## config.mk

```make
export PLATFORM = sky130hd
export DESIGN_NAME = masked_byte_pattern_search_core_flat
export DESIGN_NICKNAME = d
export VERILOG_FILES = /design/src/hdl/mbps_pkg.sv /design/src/hdl/mbps_ifs.sv /design/src/hdl/mbps_cfg_regs.sv /design/src/hdl/mbps_window_match.sv /design/src/hdl/masked_byte_pattern_search_core.sv /design/src/flat_wrapper.sv
export SDC_FILE = /design/constraint.sdc
export NUM_CORES = 1
export LEC_CHECK = 0
export BUFFER_PORTS_ARGS = -buffer_cell sky130_fd_sc_hd__buf_4
export CAP_MARGIN = 0
export CORE_ASPECT_RATIO = 0.75
export CORE_MARGIN = 4
export CORE_UTILIZATION = 30
export CTS_CLUSTER_DIAMETER = 100
export DETAILED_ROUTE_END_ITERATION = 16
export GPL_TIMING_DRIVEN = 1
export HOLD_SLACK_MARGIN = 0.02
export PLACE_DENSITY = 0.43
export SYNTH_ARGS = -nofsm -noshare
export SYNTH_HDL_FRONTEND = slang
export SYNTH_SLANG_ARGS = --single-unit
```

## constraint.sdc

```tcl
create_clock -name clk -period 22.8 [get_ports clk]
set_input_delay 2.28 -clock clk [delete_from_list [all_inputs] [get_ports clk]]
set_output_delay 2.28 -clock clk [all_outputs]
set_load 0.05 [all_outputs]
```

## src/hdl/mbps_pkg.sv

```systemverilog
// Shared types and constants for the masked byte pattern search core.
// Used by every module and by the channel interfaces; no dependencies.
`timescale 1ns / 1ps
`default_nettype none

package mbps_pkg;

  localparam int PAT_BYTES   = 16;
  localparam int MAX_PATTERN = 16;
  localparam int WIN_DEPTH   = (MAX_PATTERN < PAT_BYTES) ? MAX_PATTERN : PAT_BYTES;
  localparam int WIN_IDX_W   = $clog2(WIN_DEPTH);
  localparam int LEN_W       = 5;
  localparam int CNT_W       = 32;
  localparam int ADDR_W      = 64;
  localparam int DATA_W      = 64;
  localparam int CFG_IDX_W   = 3;
  localparam int MASK_W      = 16;

  typedef enum logic [CFG_IDX_W-1:0] {
    CFG_PAT_LO  = 3'd0,
    CFG_PAT_HI  = 3'd1,
    CFG_CARE    = 3'd2,
    CFG_LEN     = 3'd3,
    CFG_BASE    = 3'd4
  } cfg_idx_t;

  typedef struct packed {
    logic [DATA_W-1:0] pat_hi;
    logic [DATA_W-1:0] pat_lo;
    logic [MASK_W-1:0] care;
    logic [LEN_W-1:0]  len;
    logic [ADDR_W-1:0] base;
  } cfg_t;

  typedef struct packed {
    logic [7:0] data_byte;
    logic       last_byte;
  } item_t;

  typedef struct packed {
    logic              found;
    logic [ADDR_W-1:0] match_address;
  } res_t;

endpackage

`default_nettype wire

```

## src/hdl/mbps_ifs.sv

```systemverilog
// Valid/ready channel interfaces for input bytes and search results.
// Depends on mbps_pkg for field widths.
`timescale 1ns / 1ps
`default_nettype none

interface mbps_in_if;
  logic       valid;
  logic       ready;
  logic [7:0] data_byte;
  logic       last_byte;
  modport source (output valid, data_byte, last_byte, input ready);
  modport sink   (input valid, data_byte, last_byte, output ready);
endinterface

interface mbps_out_if;
  logic                      valid;
  logic                      ready;
  logic                      found;
  logic [mbps_pkg::ADDR_W-1:0] match_address;
  modport source (output valid, found, match_address, input ready);
  modport sink   (input valid, found, match_address, output ready);
endinterface

`default_nettype wire

```

## src/hdl/mbps_cfg_regs.sv

```systemverilog
// Configuration register file: pattern, care mask, length and base address.
// Depends on mbps_pkg.
`timescale 1ns / 1ps
`default_nettype none

module mbps_cfg_regs
  import mbps_pkg::*;
(
  input  wire logic                 clk,
  input  wire logic                 rst_n,
  input  wire logic                 cfg_we,
  input  wire logic [CFG_IDX_W-1:0] cfg_index,
  input  wire logic [DATA_W-1:0]    cfg_wdata,
  output cfg_t                      cfg
);

  cfg_t cfg_r;

  always_ff @(posedge clk) begin
    if (!rst_n) begin
      cfg_r.pat_hi <= '0;
      cfg_r.pat_lo <= '0;
      cfg_r.care   <= '1;
      cfg_r.len    <= '0;
      cfg_r.base   <= '0;
    end else if (cfg_we) begin
      case (cfg_idx_t'(cfg_index))
        CFG_PAT_LO: cfg_r.pat_lo <= cfg_wdata;
        CFG_PAT_HI: cfg_r.pat_hi <= cfg_wdata;
        CFG_CARE:   cfg_r.care   <= cfg_wdata[MASK_W-1:0];
        CFG_LEN:    cfg_r.len    <= cfg_wdata[LEN_W-1:0];
        CFG_BASE:   cfg_r.base   <= cfg_wdata;
        default:    ;
      endcase
    end
  end

  assign cfg = cfg_r;

endmodule

`default_nettype wire

```

## src/hdl/mbps_window_match.sv

```systemverilog
// Sliding byte window, region byte count and parallel masked compare.
// Depends on mbps_pkg; one byte is consumed per step.
`timescale 1ns / 1ps
`default_nettype none

module mbps_window_match
  import mbps_pkg::*;
(
  input  wire logic  clk,
  input  wire logic  rst_n,
  input  wire logic  step,
  input  wire item_t item,
  input  wire cfg_t  cfg,
  output logic       res_valid,
  output res_t       res
);

  localparam logic [LEN_W-1:0] LEN_MAX = LEN_W'(WIN_DEPTH);

  logic [WIN_DEPTH-1:0][7:0] win_r;
  logic [WIN_DEPTH-1:0][7:0] win_nxt;
  logic [CNT_W-1:0]          cnt_r;
  logic [CNT_W-1:0]          cnt_nxt;
  logic                      reported_r;
  logic [PAT_BYTES-1:0][7:0] pat;
  logic                      hit;
  logic [CNT_W-1:0]          offset;
  logic [ADDR_W-1:0]         addr;

  assign pat = {cfg.pat_hi, cfg.pat_lo};

  // Newest byte enters at index 0.
  assign win_nxt = {win_r[WIN_DEPTH-2:0], item.data_byte};
  assign cnt_nxt = (cnt_r == '1) ? cnt_r : cnt_r + CNT_W'(1);

  always_comb begin
    logic [LEN_W-1:0] k;
    k   = '0;
    hit = (cfg.len != '0) && (cfg.len <= LEN_MAX) &&
          (cnt_nxt >= CNT_W'(cfg.len));
    for (int j = 0; j < WIN_DEPTH; j++) begin
      k = cfg.len - LEN_W'(j) - LEN_W'(1);
      if ((LEN_W'(j) < cfg.len) && cfg.care[j] &&
          (win_nxt[k[WIN_IDX_W-1:0]] != pat[j])) begin
        hit = 1'b0;
      end
    end
  end

  assign offset = cnt_nxt - CNT_W'(cfg.len);
  assign addr   = cfg.base + ADDR_W'(offset);

  assign res_valid         = step && !reported_r && (hit || item.last_byte);
  assign res.found         = hit;
  assign res.match_address = hit ? addr : '0;

  always_ff @(posedge clk) begin
    if (!rst_n) begin
      win_r      <= '0;
      cnt_r      <= '0;
      reported_r <= 1'b0;
    end else if (step) begin
      if (item.last_byte) begin
        // region ends: drop window and count
        win_r      <= '0;
        cnt_r      <= '0;
        reported_r <= 1'b0;
      end else if (!reported_r) begin
        win_r <= win_nxt;
        cnt_r <= cnt_nxt;
        if (hit) begin
          reported_r <= 1'b1;
        end
      end
    end
  end

  a_hit_sets_reported: assert property (@(posedge clk) disable iff (!rst_n)
    step && !reported_r && hit && !item.last_byte |=> reported_r)
    else $error("match did not latch reported flag");

  a_no_result_after_match: assert property (@(posedge clk) disable iff (!rst_n)
    step && reported_r |-> !res_valid)
    else $error("result emitted after match in same region");

  a_last_clears: assert property (@(posedge clk) disable iff (!rst_n)
    step && item.last_byte |=> (cnt_r == '0) && !reported_r)
    else $error("region state not cleared on last byte");

endmodule

`default_nettype wire

```

## src/hdl/masked_byte_pattern_search_core.sv

```systemverilog
// Top level of the masked byte pattern search: input register, window/compare
// stage, result register. Depends on mbps_pkg, mbps_ifs, mbps_cfg_regs and
// mbps_window_match.
//
//  Channel   Dir  Handshake        Beat payload
//  in_ch     in   valid / ready    data_byte[7:0], last_byte
//  out_ch    out  valid / ready    found, match_address[63:0]
//  cfg_*     in   cfg_we only      cfg_index[2:0], cfg_wdata[63:0]
//
// One byte is accepted per cycle while the input register is empty or moving;
// a result beat is made only for a match or the last byte of a region.
// The window shift and the 16 parallel byte compares set the stage delay.
// Synchronous active-low reset loads register reset values and clears state.
// A stalled result register holds the compare stage; the input register
// keeps taking a beat while it is empty or moving.
`timescale 1ns / 1ps
`default_nettype none

module masked_byte_pattern_search_core
  import mbps_pkg::*;
(
  input  wire logic                 clk,
  input  wire logic                 rst_n,
  mbps_in_if.sink                   in_ch,
  mbps_out_if.source                out_ch,
  input  wire logic                 cfg_we,
  input  wire logic [CFG_IDX_W-1:0] cfg_index,
  input  wire logic [DATA_W-1:0]    cfg_wdata
);

  cfg_t  cfg;
  logic  s1_v_r;
  item_t s1_item_r;
  logic  out_v_r;
  res_t  out_res_r;
  logic  advance;
  logic  step;
  logic  res_valid;
  res_t  res;

  mbps_cfg_regs u_cfg (
    .clk       (clk),
    .rst_n     (rst_n),
    .cfg_we    (cfg_we),
    .cfg_index (cfg_index),
    .cfg_wdata (cfg_wdata),
    .cfg       (cfg)
  );

  assign advance     = !out_v_r || out_ch.ready;
  assign step        = s1_v_r && advance;
  assign in_ch.ready = !s1_v_r || advance;

  always_ff @(posedge clk) begin
    if (!rst_n) begin
      s1_v_r <= 1'b0;
    end else if (in_ch.valid && in_ch.ready) begin
      s1_v_r <= 1'b1;
    end else if (advance) begin
      s1_v_r <= 1'b0;
    end
  end

  always_ff @(posedge clk) begin
    if (in_ch.valid && in_ch.ready) begin
      s1_item_r.data_byte <= in_ch.data_byte;
      s1_item_r.last_byte <= in_ch.last_byte;
    end
  end

  mbps_window_match u_match (
    .clk       (clk),
    .rst_n     (rst_n),
    .step      (step),
    .item      (s1_item_r),
    .cfg       (cfg),
    .res_valid (res_valid),
    .res       (res)
  );

  always_ff @(posedge clk) begin
    if (!rst_n) begin
      out_v_r <= 1'b0;
    end else if (advance) begin
      out_v_r <= res_valid;
    end
  end

  always_ff @(posedge clk) begin
    if (advance && res_valid) begin
      out_res_r <= res;
    end
  end

  assign out_ch.valid         = out_v_r;
  assign out_ch.found         = out_res_r.found;
  assign out_ch.match_address = out_res_r.match_address;

  a_ready_when_empty: assert property (@(posedge clk) disable iff (!rst_n)
    !out_v_r |-> in_ch.ready)
    else $error("input stalled with empty result register");

  a_result_from_step: assert property (@(posedge clk) disable iff (!rst_n)
    !$past(out_v_r) && out_v_r |-> $past(step))
    else $error("result appeared without a processed beat");

  a_stall_holds_stage: assert property (@(posedge clk) disable iff (!rst_n)
    s1_v_r && out_v_r && !out_ch.ready |=> s1_v_r)
    else $error("input register dropped a beat during stall");

endmodule

`default_nettype wire
```

## src/flat_wrapper.sv

```systemverilog
// flat-port wrapper written by rule: the top's interface ports become plain ports
module masked_byte_pattern_search_core_flat import mbps_pkg::*;
  (clk, rst_n, cfg_we, cfg_index, cfg_wdata, in_ch_valid, in_ch_data_byte, in_ch_last_byte, in_ch_ready, out_ch_valid, out_ch_found, out_ch_match_address, out_ch_ready);
  mbps_in_if in_ch_i ();
  mbps_out_if out_ch_i ();
  input  wire logic clk;
  input  wire logic rst_n;
  input  wire logic cfg_we;
  input  wire logic [CFG_IDX_W-1:0] cfg_index;
  input  wire logic [DATA_W-1:0] cfg_wdata;
  input wire logic [$bits(in_ch_i.valid)-1:0] in_ch_valid;
  input wire logic [$bits(in_ch_i.data_byte)-1:0] in_ch_data_byte;
  input wire logic [$bits(in_ch_i.last_byte)-1:0] in_ch_last_byte;
  output wire logic [$bits(in_ch_i.ready)-1:0] in_ch_ready;
  output wire logic [$bits(out_ch_i.valid)-1:0] out_ch_valid;
  output wire logic [$bits(out_ch_i.found)-1:0] out_ch_found;
  output wire logic [$bits(out_ch_i.match_address)-1:0] out_ch_match_address;
  input wire logic [$bits(out_ch_i.ready)-1:0] out_ch_ready;
  assign in_ch_i.valid = in_ch_valid;
  assign in_ch_i.data_byte = in_ch_data_byte;
  assign in_ch_i.last_byte = in_ch_last_byte;
  assign in_ch_ready = in_ch_i.ready;
  assign out_ch_valid = out_ch_i.valid;
  assign out_ch_found = out_ch_i.found;
  assign out_ch_match_address = out_ch_i.match_address;
  assign out_ch_i.ready = out_ch_ready;
  masked_byte_pattern_search_core u_core (.clk(clk), .rst_n(rst_n), .in_ch(in_ch_i), .out_ch(out_ch_i), .cfg_we(cfg_we), .cfg_index(cfg_index), .cfg_wdata(cfg_wdata));
endmodule
```

==> impl_metrics.py <==
metrics = {
    "run_status": {
        "outcome": "completed",
    },
    "yosys": {
        "synth_edf_count": 74,
        "syn-mean-instance-area_um2": 9.76,
        "syn_nets": 3098,
        "synth_warnings": 0,
        "yosysMostFrequentCell": "nand2_1",
        "async_flop_share": 0,
        "synth_ff_type": "dfxtp_1",
        "ys_seq_elements": 442,
        "synthTopCellsByCount": "481 x nand2_1, 368 x dfxtp_1, 301 x mux4_2",
        "synth_area_um2": 29000,
        "seq_area_frac_synth": 0.331,
        "synth.distinct_cells": 71,
        "synth_top_area_share": 0.254,
        "syn_inst": 2969,
        "yosysTopAreaCell": "dfxtp_1",
        "ys_top_cells_by_area": "dfxtp_1 25%, mux4_2 23%, edfxtp_1 7.7%, nand2_1 6.2%, xnor2_1 5.3%",
    },
    "global_routing": {
        "track_usage": 0.210,
        "first_global_vias": 23200,
        "antenna_found_initial": 2,
        "grt_first_pass_wirelength_um": 161000,
        "grt_max_degree": 119,
        "use_met2": 0.292,
        "grtUsageMet1": 0.304,
        "global_route.usage.met3": 0.0745,
        "top_usage_layer": "met1",
        "gr-total-overflow": 0,
    },
    "cts": {
        "cts_made_buffers": 51,
        "clk_pin_slew_ns": 0.06,
        "cts_tree": "done",
        "cts.repair.resized": 0,
        "cts_buffer_depth": 3,
        "cts_max_level": 2,
        "ctsHoldBuffers": 0,
        "cts_root_buf": "clkbuf_16",
        "cts.sinks": 442,
        "post_cts_buffers": 0,
        "clock_latency_ns": 0.64,
    },
    "pwr": {
        "sequentialPowerShare": 0.425,
        "power_switching_mw": 0.542,
        "combPwrFrac": 0.115,
        "powerDensity_nw_per_um2": 58.8,
        "swShare": 0.280,
        "pwr-share-clk": 0.460,
        "internal_power_mw": 1.39,
        "p_leak_nw": 11.1,
        "ir_worst_vdd_mv": 0.0481,
    },
    "timing": {
        "tns_ns": 0,
        "fmax_mhz": 123,
        "setup_slack_ns": 14.69,
        "slew_headroom": 0.104,
        "final-hold-violation-count": 0,
        "setup_viol": 0,
        "finClkSkew_ns": 0.0296,
        "finalWorstPathRequiredPeriod_ns": 8.11,
        "grt_setup_unrepaired": "false",
        "finalCritPeriodShare": 0.356,
        "tightest_slew_ns": 1.34,
        "maxSlewViolCount": 0,
    },
    "die": {
        "core_area_um2": 95500,
        "row_count": 98,
        "boundaryPins": 148,
        "die_area_um2": 102000,
        "start_util": 0.303,
        "die_w_um": 367,
        "die_y_um": 277,
    },
    "route": {
        "vias": 24700,
        "post-route-drc-count": 0,
        "final_antenna_net_count": 0,
        "wl_um": 110000,
        "drtPass1Iterations": 5,
        "drt_iter0_drc": 2541,
        "viasPerCell": 5.77,
        "wire_per_inst_um": 25.7,
    },
    "finish": {
        "syn2layout_area_growth_pct": 13.7,
        "nets": 3112,
        "final_layout_size_suffix_gt1_frac": 0.206,
        "final_util": 0.345,
        "n_antenna_cell": 0,
    },
    "place": {
        "gp_congestion": 0.974,
        "place_ws_ns": 14.97,
        "dp_hpwl_um": 80800,
        "port_buffers": 147,
    },
    "min_path": {
        "hp-class": "register to register",
    },
    "critical_path": {
        "crit_arrival_ns": 8.47,
        "worstSetupEndpointType": "register",
        "worstPathMaxFanout": 14,
        "crit_type": "register to register",
        "cp-start-kind": "register",
        "required_ns": 23.16,
    },
    "flow_run": {
        "drv_cap": 0,
    },
}
metrics by stage:
stage          hold WS [ns]  cells  power, mW  instance area [um^2]
5_1_grt               0.482   4275       2.01                 32900
3_3_place_gp          0.443   4180       1.06                 31200
4_1_cts               0.463   4275       1.96                 32900
3_5_place_dp          0.451   4180       1.06                 31200
6_report              0.460   4275       1.94                 32900
2_1_floorplan         0.434   2969      0.975                 29000
logic make-up after synthesis:
logic type               count (synthesis)  share of synthesized area
AND/OR/NAND/NOR                       1005                      0.150
AO/OA/AOI/OAI                          580                      0.123
flip-flops                             442                      0.331
multiplexers                           381                      0.262
buffers and inverters                  266                     0.0381
XOR/XNOR                               247                     0.0752
adder cells (fa/ha/maj)                 48                     0.0212
worst max-delay path, cell delays in order (launching register included):
cell,delay [ns]
dfxtp_1,0.54
nand3_1,0.24
nor3_1,0.59
nand3_1,0.39
or2_2,0.49
xnor2_1,0.16
ha_1,0.21
fa_1,0.42
nor2b_1,0.12
o21ai_0,0.10
a21boi_0,0.42
nor3b_1,0.10
mux2i_1,0.68
a211oi_1,0.09
nand4_1,0.26
mux2i_1,0.11
a21oi_1,0.19
xor2_1,0.46
ha_1,0.40
nand2_1,0.11
nor2_1,0.07
and3_1,0.20
a22oi_1,0.18
o21a_1,0.22
a211o_1,0.56
a21oi_1,0.23
xnor2_1,0.22
nor2_1,0.05
cell usage in the layout, fill, tap and decap left out, types with 8 or more instances in the layout:
cell,instances
a211oi_1,10
a21boi_0,8
a21o_1,23
a21oi_1,288
a22oi_1,127
a31oi_1,13
and2_1,10
and3_1,18
and4_1,11
buf_4,186
clkbuf_1,9
clkbuf_16,53
clkbuf_8,8
dfxtp_1,365
edfxtp_1,74
ha_1,44
inv_1,38
mux2i_1,73
mux4_2,301
nand2_1,480
nand3_1,44
nand4_1,48
nor2_1,274
nor2b_1,14
nor3_1,37
nor4_1,17
o21ai_0,46
o21bai_1,12
o221ai_1,8
or3_1,14
xnor2_1,168
xnor2_2,8
xor2_1,68
power groups by stage:
stage	sequential (mW)	clock, mW	combinational (mW)
after floorplan	0.855	0	0.120
after global placement	0.840	0	0.220
final	0.823	0.891	0.222
after detailed placement	0.840	0	0.221
after CTS	0.823	0.915	0.222
after global routing	0.825	0.947	0.237
registers in the layout, summed over array words and instances, names as in the netlist:
| name | cells |
|---|---|
| u_core.s1_item_r | 9 |
| u_core.out_ch.valid | 1 |
| u_core.out_ch.match_address | 64 |
| u_core.u_match.reported_r | 1 |
| u_core.s1_v_r | 1 |
| u_core.u_cfg.cfg | 213 |
| u_core.out_ch.found | 1 |
| u_core.u_match.win_nxt | 120 |
| u_core.u_match.cnt_r | 32 |
area by class of cell:
cell class                      instances  area [um^2]
Clock buffer                           70         1470
Clock inverter                         25          322
Fill cell                            9596        62600
Inverter                               41          161
Multi-Input combinational cell       2261        18400
Sequential cell                       442         9600
Tap cell                             1250         1560
Timing Repair Buffer                  186         1400
per-layer routing:
layer,vias up,part of all wire
met5,-,0.0036
met4,8,0.031
met3,177,0.11
met2,1044,0.41
met1,12400,0.45
li1,11000,-
path summary, 6_finish.rpt:
| path | cells past startpoint | slack [ns] | to | start |
|---|---|---|---|---|
| worst max-delay path | 27 | 14.69 | u_core.out_ch.match_address[53]$_SDFFCE_PN0P_ | u_core.u_match.cnt_r[18]$_SDFFE_PN0P_ |
| worst min-delay path | 2 | 0.46 | u_core.u_cfg.cfg[19]$_SDFFE_PN0P_ | u_core.u_cfg.cfg[19]$_SDFFE_PN0P_ |
| worst min register to register | 2 | 0.46 | u_core.u_cfg.cfg[19]$_SDFFE_PN0P_ | u_core.u_cfg.cfg[19]$_SDFFE_PN0P_ |
| worst max register to register | 27 | 14.69 | u_core.out_ch.match_address[53]$_SDFFCE_PN0P_ | u_core.u_match.cnt_r[18]$_SDFFE_PN0P_ |
(Power assumes the default switching activity.)
